## src/rtl/core/carc_pkg.sv

```systemverilog
// Package for the card access rule check unit: opcodes, verdicts, the command
// and result records, and the default sizes.
// No dependencies; every other file of the unit imports it.
`timescale 1ns / 1ps

package carc_pkg;

    // Default sizes
    localparam int MAX_RECORDS_DEF = 256;
    localparam int UID_BYTES_DEF   = 10;

    // Field widths
    localparam int UID_MAX_BYTES = 10;
    localparam int UID_MAX_W     = 8 * UID_MAX_BYTES;
    localparam int UID_LOW_W     = 64;
    localparam int UID_HIGH_W    = 16;
    localparam int LEN_W         = 4;
    localparam int STAMP_W       = 32;
    localparam int FLOOR_W       = 32;
    localparam int MIN_W         = 11;
    localparam int HOUR_W        = 5;
    localparam int MINUTE_W      = 6;
    localparam int COUNT_W       = 9;
    localparam int SEL_W         = 5;

    localparam logic [MIN_W-1:0] DAY_MINUTES  = 11'd1440;
    localparam logic [MIN_W-1:0] HOUR_MINUTES = 11'd60;

    // Command queue between front and back
    localparam int CMD_FIFO_DEPTH = 4;

    // Configuration port
    localparam int CFG_ADDR_W = 3;
    localparam int CFG_DATA_W = 32;
    localparam logic REG_FLOOR_SELECT = 1'b0;

    typedef enum logic [1:0] {
        OP_CLEAR  = 2'd0,
        OP_APPEND = 2'd1,
        OP_EVAL   = 2'd2,
        OP_NONE   = 2'd3
    } op_t;

    typedef enum logic [1:0] {
        V_UNKNOWN  = 2'd0,
        V_EXPIRED  = 2'd1,
        V_SCHEDULE = 2'd2,
        V_GRANTED  = 2'd3
    } verdict_t;

    typedef enum logic {
        BK_IDLE,
        BK_SCAN
    } bk_state_t;

    // One classified request as it travels from front to back.
    // stamp is the expiry for an append and the current time for an evaluate.
    typedef struct packed {
        op_t                    kind;
        logic [UID_MAX_W-1:0]   uid;
        logic [UID_MAX_W-1:0]   mask;
        logic [LEN_W-1:0]       len;
        logic [STAMP_W-1:0]     stamp;
        logic [FLOOR_W-1:0]     floors;
        logic [MIN_W-1:0]       win_start;
        logic [MIN_W-1:0]       win_end;
        logic [MIN_W-1:0]       minute;
    } cmd_t;

    typedef struct packed {
        verdict_t               verdict;
        logic                   stored;
        logic [COUNT_W-1:0]     count;
    } res_t;

endpackage

```

## src/rtl/core/carc_front.sv

```systemverilog
// Front stage of the card access rule check unit: takes input requests,
// classifies them and precomputes the UID compare mask and minute of day.
// Depends on carc_pkg.
`timescale 1ns / 1ps

module carc_front import carc_pkg::*; #(
    parameter int UID_BYTES = UID_BYTES_DEF
) (
    input  logic                    clk,
    input  logic                    rst_n,
    input  logic                    push,
    output logic                    full,
    input  logic [1:0]              opcode,
    input  logic [UID_LOW_W-1:0]    uid_low,
    input  logic [UID_HIGH_W-1:0]   uid_high,
    input  logic [LEN_W-1:0]        uid_length,
    input  logic [STAMP_W-1:0]      valid_until,
    input  logic [FLOOR_W-1:0]      floor_bits,
    input  logic [MIN_W-1:0]        window_start,
    input  logic [MIN_W-1:0]        window_end,
    input  logic [STAMP_W-1:0]      now_seconds,
    input  logic [HOUR_W-1:0]       now_hour,
    input  logic [MINUTE_W-1:0]     now_minute,
    output logic                    cmd_valid,
    output cmd_t                    cmd,
    input  logic                    cmd_ready
);

    logic               valid_reg;
    logic               valid_next;
    cmd_t               cmd_reg;
    cmd_t               cmd_next;
    logic               accept;
    logic [LEN_W-1:0]   cmp_len;

    assign full   = valid_reg && !cmd_ready;
    assign accept = push && !full;

    // Bytes that take part in the compare: the length, capped at the UID size
    assign cmp_len = (uid_length > LEN_W'(UID_BYTES)) ? LEN_W'(UID_BYTES) : uid_length;

    always_comb
    begin
        cmd_next.kind  = op_t'(opcode);
        cmd_next.uid   = {uid_high, uid_low};
        cmd_next.len   = uid_length;
        cmd_next.stamp = (op_t'(opcode) == OP_EVAL) ? now_seconds : valid_until;
        cmd_next.floors    = floor_bits;
        cmd_next.win_start = window_start;
        cmd_next.win_end   = window_end;
        cmd_next.minute    = MIN_W'(now_hour) * HOUR_MINUTES + MIN_W'(now_minute);
        for (int b = 0; b < UID_MAX_BYTES; b++)
        begin
            cmd_next.mask[b*8 +: 8] = (LEN_W'(b) < cmp_len) ? 8'hFF : 8'h00;
        end
    end

    // Hold the request until the queue takes it
    assign valid_next = accept || (valid_reg && !cmd_ready);

    always_ff @(posedge clk or negedge rst_n)
    begin
        if (!rst_n)
        begin
            valid_reg <= 1'b0;
        end
        else
        begin
            valid_reg <= valid_next;
        end
    end

    always_ff @(posedge clk)
    begin
        if (accept)
        begin
            cmd_reg <= cmd_next;
        end
    end

    assign cmd_valid = valid_reg;
    assign cmd       = cmd_reg;

endmodule

```

## config.mk

```make
export PLATFORM = sky130hd
export DESIGN_NAME = carc_front
export DESIGN_NICKNAME = d
export VERILOG_FILES = /design/src/rtl/core/carc_pkg.sv /design/src/rtl/core/carc_front.sv
export SDC_FILE = /design/constraint.sdc
export NUM_CORES = 1
export LEC_CHECK = 0
export ABC_AREA = 1
export BUFFER_PORTS_ARGS = -buffer_cell sky130_fd_sc_hd__buf_2
export CAP_MARGIN = 10
export CELL_PAD_IN_SITES_DETAIL_PLACEMENT = 0
export CELL_PAD_IN_SITES_GLOBAL_PLACEMENT = 1
export CORE_AREA = 3 3 186 188
export CTS_CLUSTER_DIAMETER = 200
export DETAILED_ROUTE_END_ITERATION = 8
export DIE_AREA = 0 0 189 191
export GPL_ROUTABILITY_DRIVEN = 0
export GPL_TIMING_DRIVEN = 0
export HOLD_SLACK_MARGIN = 0.03
export PLACE_DENSITY = 0.62
export SYNTH_ARGS = -nofsm -noshare
export SYNTH_HDL_FRONTEND = slang
export SYNTH_SLANG_ARGS = --single-unit
```

## constraint.sdc

```tcl
create_clock -name clk -period 13 [get_ports clk]
set_input_delay 2.6 -clock clk [delete_from_list [all_inputs] [get_ports clk]]
set_output_delay 2.6 -clock clk [all_outputs]
set_load 0.02 [all_outputs]
```

Word level (Yosys, flattened, before mapping)
Cells that the tools add are included.

cells by class
  $add $sub $neg = 1
  multiply operators = 1
  order comparisons = 11
  equal/unequal tests = 1
  muxes and demuxes = 12
  reduce and logical (&&, ||, !) cells = 5

operators by type and width
  cell                 count
  $mux 8               10
  $mux 32              1
  $lt 3x4->1 const A   4
  $add 11x6->11        1
  $mul 5x4->9 const B  1
  $lt 1x4->1 const A   2
  $lt 2x4->1 const A   2
  $lt 4x4->1 const A   2
  $gt 4x4->1 const B   1
  $mux 4               1
  $eq 2x2->1 const B   1
  $logic_and 1x1->1    2
  $logic_not 1->1      2
  $logic_or 1x1->1     1

storage, ports and cells
  flip-flop bits (word level) = 264
  input bits = 219
  output and inout bits = 265
  logic and storage cells = 41

Depth between registers and ports, before layout
  word-level depth = 5
  mapped depth = 15
  depth with buffers taken out = 15

Least setup slack after synthesis
No wires, ideal clock.

  path type = input to register
  from = in cmd_ready
  to = reg cmd_reg (netlist bit cmd[0]) (enable)
  setup time = 0.750 ns
  arrival time = 10.728 ns
  data required time = 12.250 ns
  slack = 1.522 ns
  stages = 2
  buffers on the path = 0
  path through = nor2_1 > nor2_1

on the way
  word-level cells in the longest chain between the ends = 4

ends and longest elaborated chain
  what                  line              source
  start, declared       carc_front.sv:26  input logic cmd_ready
  $logic_not 1->1       carc_front.sv:36  assign full = valid_reg && !cmd_ready;
  $logic_and 1x1->1     carc_front.sv:36
  $logic_not 1->1       carc_front.sv:37  assign accept = push && !full;
  $logic_and 1x1->1     carc_front.sv:37
  via accept            carc_front.sv:33  logic accept;
  end signal, assigned  carc_front.sv:77  cmd_reg <= cmd_next;
  end, declared         carc_front.sv:31  cmd_t cmd_reg;

The timed path passes the listed nets, and every way through them passes these cells.
A chain may end at the register's enable or synchronous reset.

Worst setup path in the final report
  from = in cmd_ready
  to = out full

on the way
  word-level cells in the longest chain between the ends = 2

ends and longest elaborated chain
  what               line              source
  $logic_not 1->1    carc_front.sv:36
  $logic_and 1x1->1  carc_front.sv:36
  end, declared      carc_front.sv:12  output logic full,

No other way between the ends.

==> flow_summary.yaml <==
pwr:
  p_leak_nw: 5.07
  fin_total_pwr_mw: 1.54
  power_density_nw_per_um2: 136
  vdd_ir_drop_max_mv: 0.0795
detailed_routing:
  routed_via_density: 3.74
  drt_iter0_drc: 197
  routed_wirelength_um: 23700
  num_vias: 5276
  drc_errors: 0
  final_antenna_net_count: 0
  wl_per_cell_um: 16.8
  dr.pass1.iters: 6
synth:
  synth_top_area_share_pct: 76.2
  yosys_warnings: 0
  yosys_register_bits: 194
  seq_area_frac_synth_pct: 76.6
  yosysUniqueCellTypes: 23
  yosysTopAreaCell: "edfxtp_1"
  syn_area_sq_um: 7600
  synth_enable_flop_cells: 193
  synthFlopType: "edfxtp_1"
  async_reset_ff_share_pct: 0.515
  avgSynthCellArea_sq_um: 17.3
  netlist_instances: 439
  synth.area.top_cells: "edfxtp_1 76%, buf_4 6.9%, mux2_2 4.7%"
  synthesis.nets: 682
cells_and_area:
  layout.nets: 1191
  fill_cells: 3359
  drive_gt1_share_pct: 65.6
  final_area_sq_um: 11300
  syn_to_final_growth_pct: 48.9
  final_cells: 1412
  largest_register_ff_count: 193
timing:
  rsz0062_at_grt: "false"
  maxSlewHeadroom_pct: 74.9
  finalCriticalPeriod_ns: 5.74
  worst_slew_pin_slew_ns: 0.373
  setup_ws_ns: 7.26
  hold_viol_final: 0
  finalMaxSlewViolations: 0
  fin_crit_sh_pct: 44.2
  setup_viol: 0
  skew_ns: 0.0126
  fmax_ghz: 0.174
critical_path:
  reg2reg_slack_ns: 10.82
  cp_max_fo: 2
  r2r-start: "cmd_valid$_DFF_PN0_"
  rr_endpoint: "cmd[96]$_DFFE_PP_"
  cp.required_ns: 10.40
  reg2reg_depth: 8
  crit_path_start_kind: "input pin"
  crit_type: "in -> out"
  critical_path_arrival_ns: 3.14
  end_kind: "output pin"
clock_network:
  path_clk_slew_ns: 0.07
  cts_setup_buffers: 0
  cts-root-buf: "clkbuf_16"
  cts_sinks: 194
  cts_resized: 0
  ctsLongestPathBuffers: 2
  htree_levels: 4
  cts_hold_buf: 0
  cts_tree: "yes"
  clock_latency_ns: 0.45
  cts_buffers: 17
grt:
  antenna_found_initial: 4
  grt_max_degree: 35
  grtUsageTotal_pct: 12.5
  grt_pass1_wl_um: 32900
  overflow: 0
  grt_pass1_vias: 5291
floorplan:
  start_util_pct: 22.8
  die_area_sq_um: 36100
  fp.dieH_um: 191
  coreArea_sq_um: 33300
  boundaryPins: 484
  fp.dieW_um: 189
  fp-row-count: 67
flow_run:
  maxCapViolations: 0
placement:
  dpl_cell_area_sq_um: 10700
  hpwl_um: 19700
  io_buffers: 483
  dp.cells: 1377
  dp_slack_ns: 7.24
worst_hold_path:
  hold_path_startpoint: "cmd_valid$_DFF_PN0_"
  min_to: "cmd_valid$_DFF_PN0_"
  holdPathStages: 2
  hold_class: "reg -> reg"
status:
  outcome: "finished, final reports clean"
## worst max-delay path by stage
stage	depth (start not counted)	from	slack, ns	to
floorplan	2	cmd_ready	1.52	cmd[0]$_DFFE_PP_
global placement	3	cmd_ready	-2.50	cmd[43]$_DFFE_PP_
detailed placement	3	cmd_ready	7.24	full
CTS	3	cmd_ready	7.24	full
global route	3	cmd_ready	7.21	full
finish	3	cmd_ready	7.26	full
## logic make-up (layout without fill, tap and decap cells)
logic type / count (synthesis) / count (layout) / synth area share (%)
AOI/OAI and AO/OA: 11 / 11 / 0.757
DFF: 194 / 194 / 76.6
and+or+nand+nor: 69 / 69 / 4.06
buffers and inverters: 105 / 627 / 8.69
xor gates and xnor gates: 4 / 4 / 0.461
other: 0 / 3 / 0
muxes: 32 / 32 / 4.74
adders and majority gates: 24 / 24 / 4.74
## routing by layer
metal	GRT usage [%]	part of all wire, %	vias to the layer above
li1	-	-	2522
met1	14.0	38	2457
met2	21.7	52	264
met3	4.82	8.7	29
met4	4.44	1.9	4
met5	0	0.089	-
## area by class of cell
| cell class | instances | area (sq um) | share of cell area [%] |
|---|---|---|---|
| multi-input combinational | 140 | 1130 | 9.98 |
| timing repair buffer | 490 | 2570 | 22.7 |
| clock buffer | 17 | 425 | 3.76 |
| buffer | 74 | 544 | 4.81 |
| sequential | 194 | 5820 | 51.4 |
| tap | 448 | 561 | 4.95 |
| inverter | 31 | 116 | 1.03 |
| antenna | 3 | 7.51 | 0.0663 |
| clock inverter | 15 | 141 | 1.25 |
## where the power goes
part           total (mW)  switching, mW  internal, mW  leakage [nW]
clock network       0.513          0.259         0.254         0.275
registers           0.750         0.0119         0.738          1.84
logic               0.281          0.171         0.110          2.96
total                1.54          0.442          1.10          5.07
## cell usage after synthesis, types with 2 or more instances
library cell  instances
edfxtp_1            193
buf_4                70
nand2_1              40
mux2_2               32
inv_1                31
ha_1                 16
nor2_1               10
nand3_1               9
a21oi_1               8
fa_1                  8
nand4_1               4
buf_2                 3
nor2_4                2
o21ai_0               2
xnor2_1               2
xor2_1                2
## layout by cell type (no fill, tap or decap), types with 9 or more instances in the layout
master / n
mux2_2: 32
clkbuf_16: 17
nand2_1: 40
buf_2: 486
nor2_1: 9
inv_1: 31
ha_1: 16
edfxtp_1: 193
nand3_1: 9
buf_4: 70
## per-stage QoR
step,setup TNS (ns),util (%),hold WS [ns]
after floorplan,0,-,0.631
after global placement,-477.75,31.8,0.545
after detailed placement,0,32.3,0.567
after CTS,0,34.0,0.578
after global routing,0,34.0,0.623
final,0,34.0,0.564
## worst max-delay path: stages
cell	delay (ns)
buf_2	0.10
nor2_1	0.22
buf_2	0.22
Power figures use the tool's default switching activity.
