`config.mk`:
```
export PLATFORM = sky130hd
export DESIGN_NAME = carc_cmd_fifo
export DESIGN_NICKNAME = d
export VERILOG_FILES = /design/src/rtl/core/carc_pkg.sv /design/src/rtl/core/carc_cmd_fifo.sv
export SDC_FILE = /design/constraint.sdc
export NUM_CORES = 1
export LEC_CHECK = 0
export BUFFER_PORTS_ARGS = -buffer_cell sky130_fd_sc_hd__buf_4
export CORE_ASPECT_RATIO = 0.9
export CORE_MARGIN = 2
export CORE_UTILIZATION = 41
export DETAILED_ROUTE_END_ITERATION = 6
export PLACE_DENSITY = 0.66
export SYNTH_ARGS = -nofsm -noshare
export SYNTH_HDL_FRONTEND = slang
export SYNTH_SLANG_ARGS = --single-unit
```
`constraint.sdc`:
```
create_clock -name clk -period 2.8 [get_ports clk]
set_input_delay 0.56 -clock clk [delete_from_list [all_inputs] [get_ports clk]]
set_output_delay 0.56 -clock clk [all_outputs]
set_load 0.03 [all_outputs]
```
`src/rtl/core/carc_pkg.sv`:
```
// Package for the card access rule check unit: opcodes, verdicts, the command
// and result records, and the default sizes.
// No dependencies; every other file of the unit imports it.
`timescale 1ns / 1ps

package carc_pkg;

    // Default sizes
    localparam int MAX_RECORDS_DEF = 256;
    localparam int UID_BYTES_DEF   = 10;

    // Field widths
    localparam int UID_MAX_BYTES = 10;
    localparam int UID_MAX_W     = 8 * UID_MAX_BYTES;
    localparam int UID_LOW_W     = 64;
    localparam int UID_HIGH_W    = 16;
    localparam int LEN_W         = 4;
    localparam int STAMP_W       = 32;
    localparam int FLOOR_W       = 32;
    localparam int MIN_W         = 11;
    localparam int HOUR_W        = 5;
    localparam int MINUTE_W      = 6;
    localparam int COUNT_W       = 9;
    localparam int SEL_W         = 5;

    localparam logic [MIN_W-1:0] DAY_MINUTES  = 11'd1440;
    localparam logic [MIN_W-1:0] HOUR_MINUTES = 11'd60;

    // Command queue between front and back
    localparam int CMD_FIFO_DEPTH = 4;

    // Configuration port
    localparam int CFG_ADDR_W = 3;
    localparam int CFG_DATA_W = 32;
    localparam logic REG_FLOOR_SELECT = 1'b0;

    typedef enum logic [1:0] {
        OP_CLEAR  = 2'd0,
        OP_APPEND = 2'd1,
        OP_EVAL   = 2'd2,
        OP_NONE   = 2'd3
    } op_t;

    typedef enum logic [1:0] {
        V_UNKNOWN  = 2'd0,
        V_EXPIRED  = 2'd1,
        V_SCHEDULE = 2'd2,
        V_GRANTED  = 2'd3
    } verdict_t;

    typedef enum logic {
        BK_IDLE,
        BK_SCAN
    } bk_state_t;

    // One classified request as it travels from front to back.
    // stamp is the expiry for an append and the current time for an evaluate.
    typedef struct packed {
        op_t                    kind;
        logic [UID_MAX_W-1:0]   uid;
        logic [UID_MAX_W-1:0]   mask;
        logic [LEN_W-1:0]       len;
        logic [STAMP_W-1:0]     stamp;
        logic [FLOOR_W-1:0]     floors;
        logic [MIN_W-1:0]       win_start;
        logic [MIN_W-1:0]       win_end;
        logic [MIN_W-1:0]       minute;
    } cmd_t;

    typedef struct packed {
        verdict_t               verdict;
        logic                   stored;
        logic [COUNT_W-1:0]     count;
    } res_t;

endpackage

```
`src/rtl/core/carc_cmd_fifo.sv`:
```
// Short request queue between front and back of the card access rule check
// unit. Depends on carc_pkg for the default depth.
`timescale 1ns / 1ps

module carc_cmd_fifo import carc_pkg::*; #(
    parameter int WIDTH = 1,
    parameter int DEPTH = CMD_FIFO_DEPTH
) (
    input  logic                clk,
    input  logic                rst_n,
    input  logic                wr_en,
    input  logic [WIDTH-1:0]    wr_data,
    output logic                wr_full,
    input  logic                rd_en,
    output logic [WIDTH-1:0]    rd_data,
    output logic                rd_valid
);

    localparam int PTR_W = (DEPTH > 1) ? $clog2(DEPTH) : 1;
    localparam int CNT_W = $clog2(DEPTH + 1);

    logic [WIDTH-1:0]   store_reg [DEPTH];
    logic [PTR_W-1:0]   wr_ptr_reg;
    logic [PTR_W-1:0]   wr_ptr_next;
    logic [PTR_W-1:0]   rd_ptr_reg;
    logic [PTR_W-1:0]   rd_ptr_next;
    logic [CNT_W-1:0]   count_reg;
    logic [CNT_W-1:0]   count_next;
    logic               do_wr;
    logic               do_rd;

    assign wr_full  = (count_reg == CNT_W'(DEPTH));
    assign rd_valid = (count_reg != '0);
    assign do_wr    = wr_en && !wr_full;
    assign do_rd    = rd_en && rd_valid;
    assign rd_data  = store_reg[rd_ptr_reg];

    always_comb
    begin
        wr_ptr_next = wr_ptr_reg;
        rd_ptr_next = rd_ptr_reg;
        count_next  = count_reg;
        if (do_wr)
        begin
            wr_ptr_next = (wr_ptr_reg == PTR_W'(DEPTH - 1)) ? '0 : wr_ptr_reg + 1'b1;
        end
        if (do_rd)
        begin
            rd_ptr_next = (rd_ptr_reg == PTR_W'(DEPTH - 1)) ? '0 : rd_ptr_reg + 1'b1;
        end
        if (do_wr && !do_rd)
        begin
            count_next = count_reg + 1'b1;
        end
        else if (do_rd && !do_wr)
        begin
            count_next = count_reg - 1'b1;
        end
    end

    always_ff @(posedge clk or negedge rst_n)
    begin
        if (!rst_n)
        begin
            wr_ptr_reg <= '0;
            rd_ptr_reg <= '0;
            count_reg  <= '0;
        end
        else
        begin
            wr_ptr_reg <= wr_ptr_next;
            rd_ptr_reg <= rd_ptr_next;
            count_reg  <= count_next;
        end
    end

    always_ff @(posedge clk)
    begin
        if (do_wr)
        begin
            store_reg[wr_ptr_reg] <= wr_data;
        end
    end

    a_count_bounded: assert property (@(posedge clk) disable iff (!rst_n)
        count_reg <= CNT_W'(DEPTH))
        else $error("request queue count above depth");

    a_read_needs_data: assert property (@(posedge clk) disable iff (!rst_n)
        rd_en |-> rd_valid)
        else $error("request queue read while empty");

    a_empty_ptrs_equal: assert property (@(posedge clk) disable iff (!rst_n)
        (count_reg == '0) |-> (wr_ptr_reg == rd_ptr_reg))
        else $error("request queue pointers apart while empty");

endmodule

```
# [After elaboration in Yosys (flattened, before gate mapping)]
# Memories as Yosys holds them, arrays and structs flattened.
# Cells that the tools add are included.
[op_classes] addsub=4 n_eq_ne=3 mux=6 n_reduce_logical=9
[ops] op="3-bit 2-to-1 mux" n=2
[ops] op="2-bit by 1-bit adder with 2-bit output (second input constant)" n=2
[ops] op="2-bit equality test (second input constant)" n=2
[ops] op="1-bit logical AND" n=4
[ops] op="2-bit 2-to-1 mux" n=2
[ops] op="3-bit by 1-bit adder with 3-bit output (second input constant)" n=1
[ops] op="3-bit equality test (second input constant)" n=1
[ops] op="1-bit logical NOT" n=3
[ops] op="3-bit nonzero test" n=1
[ops] op="3-bit by 1-bit subtractor with 3-bit output (second input constant)" n=1
[ops] op="1-bit 2-to-1 mux" n=2
[ops] op="2-bit nonzero test" n=1
[word_totals] regBits=7 ram_bits=4 in_bits=5 word_cells=26 mem_count=1
[mem_list] memory="store_reg" depth=4 width=1 read_ports=1 rd_ports_with_merged_regs=0 write_ports=1 line="carc_cmd_fifo.sv:22" rtl="logic [WIDTH-1:0] store_reg [DEPTH];"

# [Depth between registers and ports, before layout]
# Gate-level depths: netlist of run 1.
[logic_depth] depth_word=7 depth_mapped=9 mapped_depth_nobuf=8

# [Worst setup path before layout of run 1]
# OpenSTA, ideal clock, no wires.
[synth_path] kind="register to register" startpoint="register count_reg[0]" endpoint="register count_reg[1]" arrival_ns=1.979 t_required_ns=2.675 slack_ns=0.697 stages_incl_launch_ff=8 cell_sequence="dfrtp_1 nor3b_4 nor2b_2 buf_6 ha_1 inv_1 fa_1 mux2_2"
[synth_between] elab_cells_between_ends=14 classes_between="2 x add/sub; 1 x eq/ne; 2 x mux; 9 x reduce/logical"
[synth_rtl] item="start, declared" line="carc_cmd_fifo.sv:27" rtl="logic [CNT_W-1:0] count_reg;"
[synth_rtl] item="start signal, assigned" line="carc_cmd_fifo.sv:73" rtl="count_reg <= count_next;"
[synth_rtl] item="3-bit equality test" line="carc_cmd_fifo.sv:32" rtl="assign wr_full = (count_reg == CNT_W'(DEPTH));"
[synth_rtl] item="net wr_full" line="carc_cmd_fifo.sv:13" rtl="output logic wr_full,"
[synth_rtl] item="1-bit logical NOT" line="carc_cmd_fifo.sv:34" rtl="assign do_wr = wr_en && !wr_full;"
[synth_rtl] item="1-bit logical AND" line="carc_cmd_fifo.sv:34"
[synth_rtl] item="net do_wr" line="carc_cmd_fifo.sv:29" rtl="logic do_wr;"
[synth_rtl] item="1-bit logical AND" line="carc_cmd_fifo.sv:51" rtl="if (do_wr && !do_rd)"
[synth_rtl] item="3-bit 2-to-1 mux" line="carc_cmd_fifo.sv:51"
[synth_rtl] item="net count_next[1]" line="carc_cmd_fifo.sv:28" rtl="logic [CNT_W-1:0] count_next;"
# The timed path passes the listed nets, and every way through them passes these cells. The select of a mux whose other input is x is not followed.
# A chain may end at the register's enable or synchronous reset.

# [Worst setup path in the final report of run 1]
[layout_path] startpoint="register count_reg[0]" endpoint="register count_reg[2]"
[layout_between] elab_chain_len=6 elab_cells_between_ends=14 classes_between="2 x add/sub; 1 x eq/ne; 2 x mux; 9 x reduce/logical"
[layout_rtl] item="parallel branches: the longest is 6 deep, another holds 3-bit by 1-bit subtractor with 3-bit output"
# Parallel ways; which one is timed is not known. The select of a mux whose other input is x is not followed.

==> impl_results.md, run 1 <==
- Row count: 13
- Top area cells in the synthesized netlist: dfrtp_1, edfxtp_1, ha_1, mux2_4, and2_2
- First drt pass iteration count: 1
- Via count: 328
- Status: complete, no violations
- I/O pins: 8
- Clock Sinks: 11
- Top-area cell type share of the netlist area: 28.06%
- Post-Syn Area per Cell: 14.87 sq um
- Die Area: 0.001851 sq mm
- Clock Path Buffers: 2
- Setup TNS: 0 ns
- Type of origin of the critical path: register
- I/O Buffers: 7
- Placed instance count: 63
- Root buffer cell: clkbuf_4
- Placed Area: 684.4 sq um
- Final hold violation count: 0
- Reg2reg path depth: 8
- Worst slew pin tran: 0.3125 ns
- Slew Limit Fails: 0
- CP arrival: 2.33 ns
- LEAKAGE: 0.3270 nW
- Final WL: 839 um
- Antenna violations before repair: 0
- WS Path Type: reg -> reg
- FMAX: 464.3 MHz
- Final cell count without fillers: 67
- H-tree Lvls: 1
- Setup violations, final: 0
- CTS hold repair buffers: 0
- Distinct cells, synth: 17
- DIE WIDTH: 45.14 um
- Number of synthesized register bits: 11
- Starting density of the core: 43.62%
- Post-DRT Antenna Nets: 0
- Global Route Usage Sum: 11.62%
- Insertion delay to the later sink of the worst-skew pair: 0.26 ns
- Area growth from synthesis to layout: 13.83%
- Required time of the critical path: 2.98 ns
- GPL Wtd Cong: 0.7643
- Max cap viols: 0
- Antenna cell count: 0
- Largest fanout on the critical path: 4
- Final WS setup: 0.6461 ns
- Remaining global-route overflow: 0
- Post-Layout Inst Area: 710.7 sq um
- Min-Delay Path Class: in -> async
- Pre-CTS setup slack: 0.6058 ns
- Total Power: 0.7962 mW
- Largest net degree at the start of global routing: 8
- CP endpoint kind: register
- Peak VDD IR: 0.4540 mV
- CTS tree: yes
- Worst Skew: 0.003519 ns
- Fin Hold WS: 0.09923 ns
- CTS Buf Count: 3
- R2R Setup Slk: 0.65 ns
- Sequential fraction of the synthesis area: 47.29%
- Cell taking the most area after synthesis: dfrtp_1
- Pwr/cell area: 1120 mW/mm^2
- Max FFs per register: 4
- Hpwl dp: 689.7 um
- Fin util: 49.65%
- Die H: 41.02 um
- Slew headroom: 79.07%
- Clock transition at path regs: 0.07 ns
- Via density: 4.896
- Post-CTS Resized: 0
- Period utilization: 76.93%
- Vias in the first global route: 353
- DRT iter0 DRCs: 0
- First-pass GRT wire length: 1455 um
- RSZ-0062 raised after global routing: false
- Nets: 65
- Post-Synthesis Cells: 42
- CORE AREA: 0.001431 sq mm
- DRC violations left: 0
- YS warnings: 0
- WL/cell: 12.52 um
- Mapped cell area: 624.3 sq um
- Min cycle time layout: 2.154 ns
- Share of cells above drive strength 1: 46.15%
- Synthesized Nets: 54
- Post-CTS Setup Inserts: 0
[final timing paths]
path / from / end
max in group asynchronous: rst_n / count_reg[0]
worst max-delay path: count_reg[0] / count_reg[2]
min in group clk: wr_data / store_reg[0]
worst min register to register: count_reg[2] / count_reg[2]
worst max register to register: count_reg[0] / count_reg[2]
worst min-delay path: rst_n / wr_ptr_reg[0]
[synthesized netlist by cell type]
| master | number |
|---|---|
| ha_1 | 6 |
| nor2_1 | 3 |
| edfxtp_1 | 4 |
| mux2_2 | 1 |
| dfrtp_1 | 7 |
| buf_6 | 1 |
| or3_4 | 1 |
| nor3b_4 | 1 |
| mux2_4 | 4 |
| nor2b_2 | 1 |
| nand2_4 | 1 |
| and2_2 | 4 |
| inv_1 | 3 |
| xnor2_1 | 1 |
| xor2_1 | 2 |
| mux4_2 | 1 |
| fa_1 | 1 |
[cells in the final DEF, fill, tap and decap left out, drive strengths merged, types with 2 or more instances in the layout]
cell | Yosys | final
clkbuf | 0 | 4
inv | 3 | 3
mux2 | 5 | 5
xor2 | 2 | 2
ha | 6 | 6
edfxtp | 4 | 4
nor2 | 3 | 3
and2 | 4 | 4
buf | 1 | 7
dfrtp | 7 | 7
[layout make-up]
class                      count  area, sq um
timing repair buffer           7        52.55
tap                           15        18.77
inverter                       3        11.26
clock buffer                   4        26.28
sequential                    11        295.3
multi-input combinational     27        306.5
fill                         137        720.7
[critical path, cell delays in order (launching register included)]
cell,delay [ns]
dfrtp_1,0.46
or3_4,0.44
nand2_4,0.10
ha_1,0.19
inv_1,0.07
fa_1,0.37
xor2_1,0.16
nor2_1,0.12
xor2_1,0.18
[metal layers]
metal  track usage (%)  share of wire (%)
met2             22.50                 57
met4             4.412                  0
met1             12.50                 40
met5                 0                  0
met3             2.643                2.7
[report_power, final]
group / total [mW] / internal [mW] / switching (mW)
sequential: 0.310 / 0.236 / 0.0742
combinational: 0.381 / 0.216 / 0.165
clock: 0.105 / 0.0549 / 0.0502
[cells by family (layout without fill, tap and decap cells)]
| family | Yosys count | after routing | synth area share (%) |
|---|---|---|---|
| xor gates and xnor gates | 3 | 3 | 4.209 |
| adders and majority gates | 7 | 7 | 15.23 |
| buffers and inverters | 4 | 14 | 3.607 |
| DFF | 11 | 11 | 47.30 |
| muxes | 6 | 6 | 15.03 |
| and+or+nand+nor | 11 | 11 | 14.63 |
(Power assumes the default switching activity.)
==> run 2: changes to the inputs <==
Clock period 2.8 ns to 2 ns, I/O delays scaled along.
==> run 2 against run 1 <==
Cell count up 7.5%. Sequential power increased by 33%. Critical path type unchanged. Clock-buffer cell count is the same. Routed wire length increased by 12%. Register-to-register slack worse by 0.56 ns. Worst setup slack lost 0.56 ns.
==> impl_results.md, run 2 (same netlist as run 1, synthesis figures left out) <==
- Status: complete, no violations
- I/O pins: 8
- CTS Buf Count: 3
- Largest net degree at the start of global routing: 8
- Setup violations, final: 0
- DRC violations left: 0
- Required time of the critical path: 2.15 ns
- Via density: 4.944
- Cells on Worst Hold Path: 1
- DRT iter0 DRCs: 0
- HP Start: wr_data
- Clock Sinks: 11
- Min cycle time layout: 1.912 ns
- Vias in the first global route: 375
- Row count: 13
- R2r endpoint: count_reg[1]
- Top routing layer used: met3
- CP top delay family: adder cells
- Min-Delay Path Class: in -> reg
- Starting density of the core: 43.62%
- Critical path's slowest cell: fa_2
- Hpwl dp: 762.2 um
- Met3 WL: 38 um
- Period utilization: 95.60%
- Clock Path Buffers: 2
- Die H: 41.02 um
- Final WL: 940 um
- Nets: 70
- Max FFs per register: 4
- Worst Hold Path EP: store_reg[3]
- R2R Path Start: count_reg[1]
- Area growth from synthesis to layout: 23.45%
- Reg2reg path depth: 7
- Clock transition at path regs: 0.07 ns
- Antenna violations before repair: 0
- Commonest non-fill, non-tap cell in the layout: buf_4
- Routed wl met2: 547 um
- DIE WIDTH: 45.14 um
- H-tree Lvls: 1
- RSZ-0062 raised after global routing: false
- Slew headroom: 84.57%
- Crit path cell chain: buf_4 -> nor3b_4 -> nor2b_4 -> ha_4 -> inv_2 -> fa_2 -> mux2_2
- Die Area: 0.001851 sq mm
- Post-Layout Inst Area: 770.7 sq um
- I/O Buffers: 7
- Remaining global-route overflow: 0
- First drt pass iteration count: 1
- Final hold violation count: 0
- Worst Skew: 0.001773 ns
- CORE AREA: 0.001431 sq mm
- Global Route Usage Sum: 12.48%
- Share of cells above drive strength 1: 54.39%
- CTS tree: yes
- Crit-path max cell delay: 0.41 ns
- Post-DRT Antenna Nets: 0
- R2R Setup Slk: 0.09 ns
- FMAX: 523.0 MHz
- LEAKAGE: 0.3542 nW
- CP arrival: 2.06 ns
- Via count: 356
- WS Path Type: reg -> reg
- Worst path bufs/invs: 2
- Insertion delay to the later sink of the worst-skew pair: 0.26 ns
- Worst slew pin tran: 0.2310 ns
- Root buffer cell: clkbuf_4
- CP endpoint kind: register
- Type of origin of the critical path: register
- WL/cell: 13.06 um
- Fin Hold WS: 0.3366 ns
- Largest fanout on the critical path: 7
- Placed Area: 711.9 sq um
- Most frequent cells in the layout: buf_4, dfrtp_1, ha_1
- Antenna cell count: 0
- DRT met1 WL: 354 um
- Fill count: 125
- Pwr/cell area: 1564 mW/mm^2
- Peak VDD IR: 0.7862 mV
- GPL Wtd Cong: 0.5772
- First-pass GRT wire length: 1476 um
- Slew Limit Fails: 0
- Max cap viols: 0
==> run 2: cell types whose count changed in the layout (fill, tap and decap cells not counted), sizes merged <==
cell,change
buf,+4
dlygate4sd3,+1
==> run 2: worst max-delay path by stage <==
stage / startpoint / endpoint / slack (ns) / cells past startpoint
final: count_reg[1] / count_reg[1] / 0.09 / 7
after global routing: count_reg[1] / count_reg[1] / 0.008 / 7
after CTS: count_reg[2] / count_reg[2] / 0.0006 / 8
after detailed placement: count_reg[2] / count_reg[2] / -0.04 / 8
after global placement: count_reg[2] / count_reg[2] / 0.06 / 8
after floorplan: count_reg[1] / count_reg[1] / -0.01 / 7
==> run 2: layout make-up <==
cell class / count / area [sq um] / share of cell area, %
multi-input cells: 27 / 326.6 / 42.37
clock buffers: 4 / 26.28 / 3.409
repair buffers: 12 / 92.59 / 12.01
well taps: 15 / 18.77 / 2.435
flip-flops and latches: 11 / 295.3 / 38.31
inverters: 3 / 11.26 / 1.461
==> run 2: power breakdown <==
| part | switching [mW] | internal [mW] | total (mW) |
|---|---|---|---|
| Combinational | 0.279 | 0.365 | 0.645 |
| Clock | 0.0709 | 0.0771 | 0.148 |
| Sequential | 0.0825 | 0.331 | 0.413 |
| Total | 0.433 | 0.773 | 1.21 |
==> run 2: through the flow <==
stage	setup WS [ns]	cells	util [%]	TNS, ns	power, mW
final	0.08793	72	53.85	0	1.206
after global routing	0.008386	72	53.85	0	1.304
after CTS	0.0005578	71	53.15	0	1.212
after detailed placement	-0.04309	65	49.74	-0.04309	1.038
after global placement	0.05933	65	49.74	0	0.9810
after floorplan	-0.01008	42	-	-0.01008	0.8701
==> run 2: timing repair <==
item | CTS | global route
pin swaps | 0 | 4
setup buffers | 1 | 1
hold buffers | 1 | 0
endpoints found under the hold margin | 7 | 0
gates resized for setup | 1 | 1
endpoints found under the setup margin | 1 | 1
==> run 2: per-layer routing <==
metal  GRT usage (%)  vias up
met1           11.63      179
met4           4.412        0
met2           23.57        7
met3           6.608        0
li1                -      170
met5               0        -
==> run 2: worst register-to-register path, stage by stage (launching register included) <==
cell	delay, ns
dfrtp_1	0.38
buf_4	0.16
nor3b_4	0.24
nor2b_4	0.11
ha_4	0.18
inv_2	0.05
fa_2	0.41
mux2_2	0.27
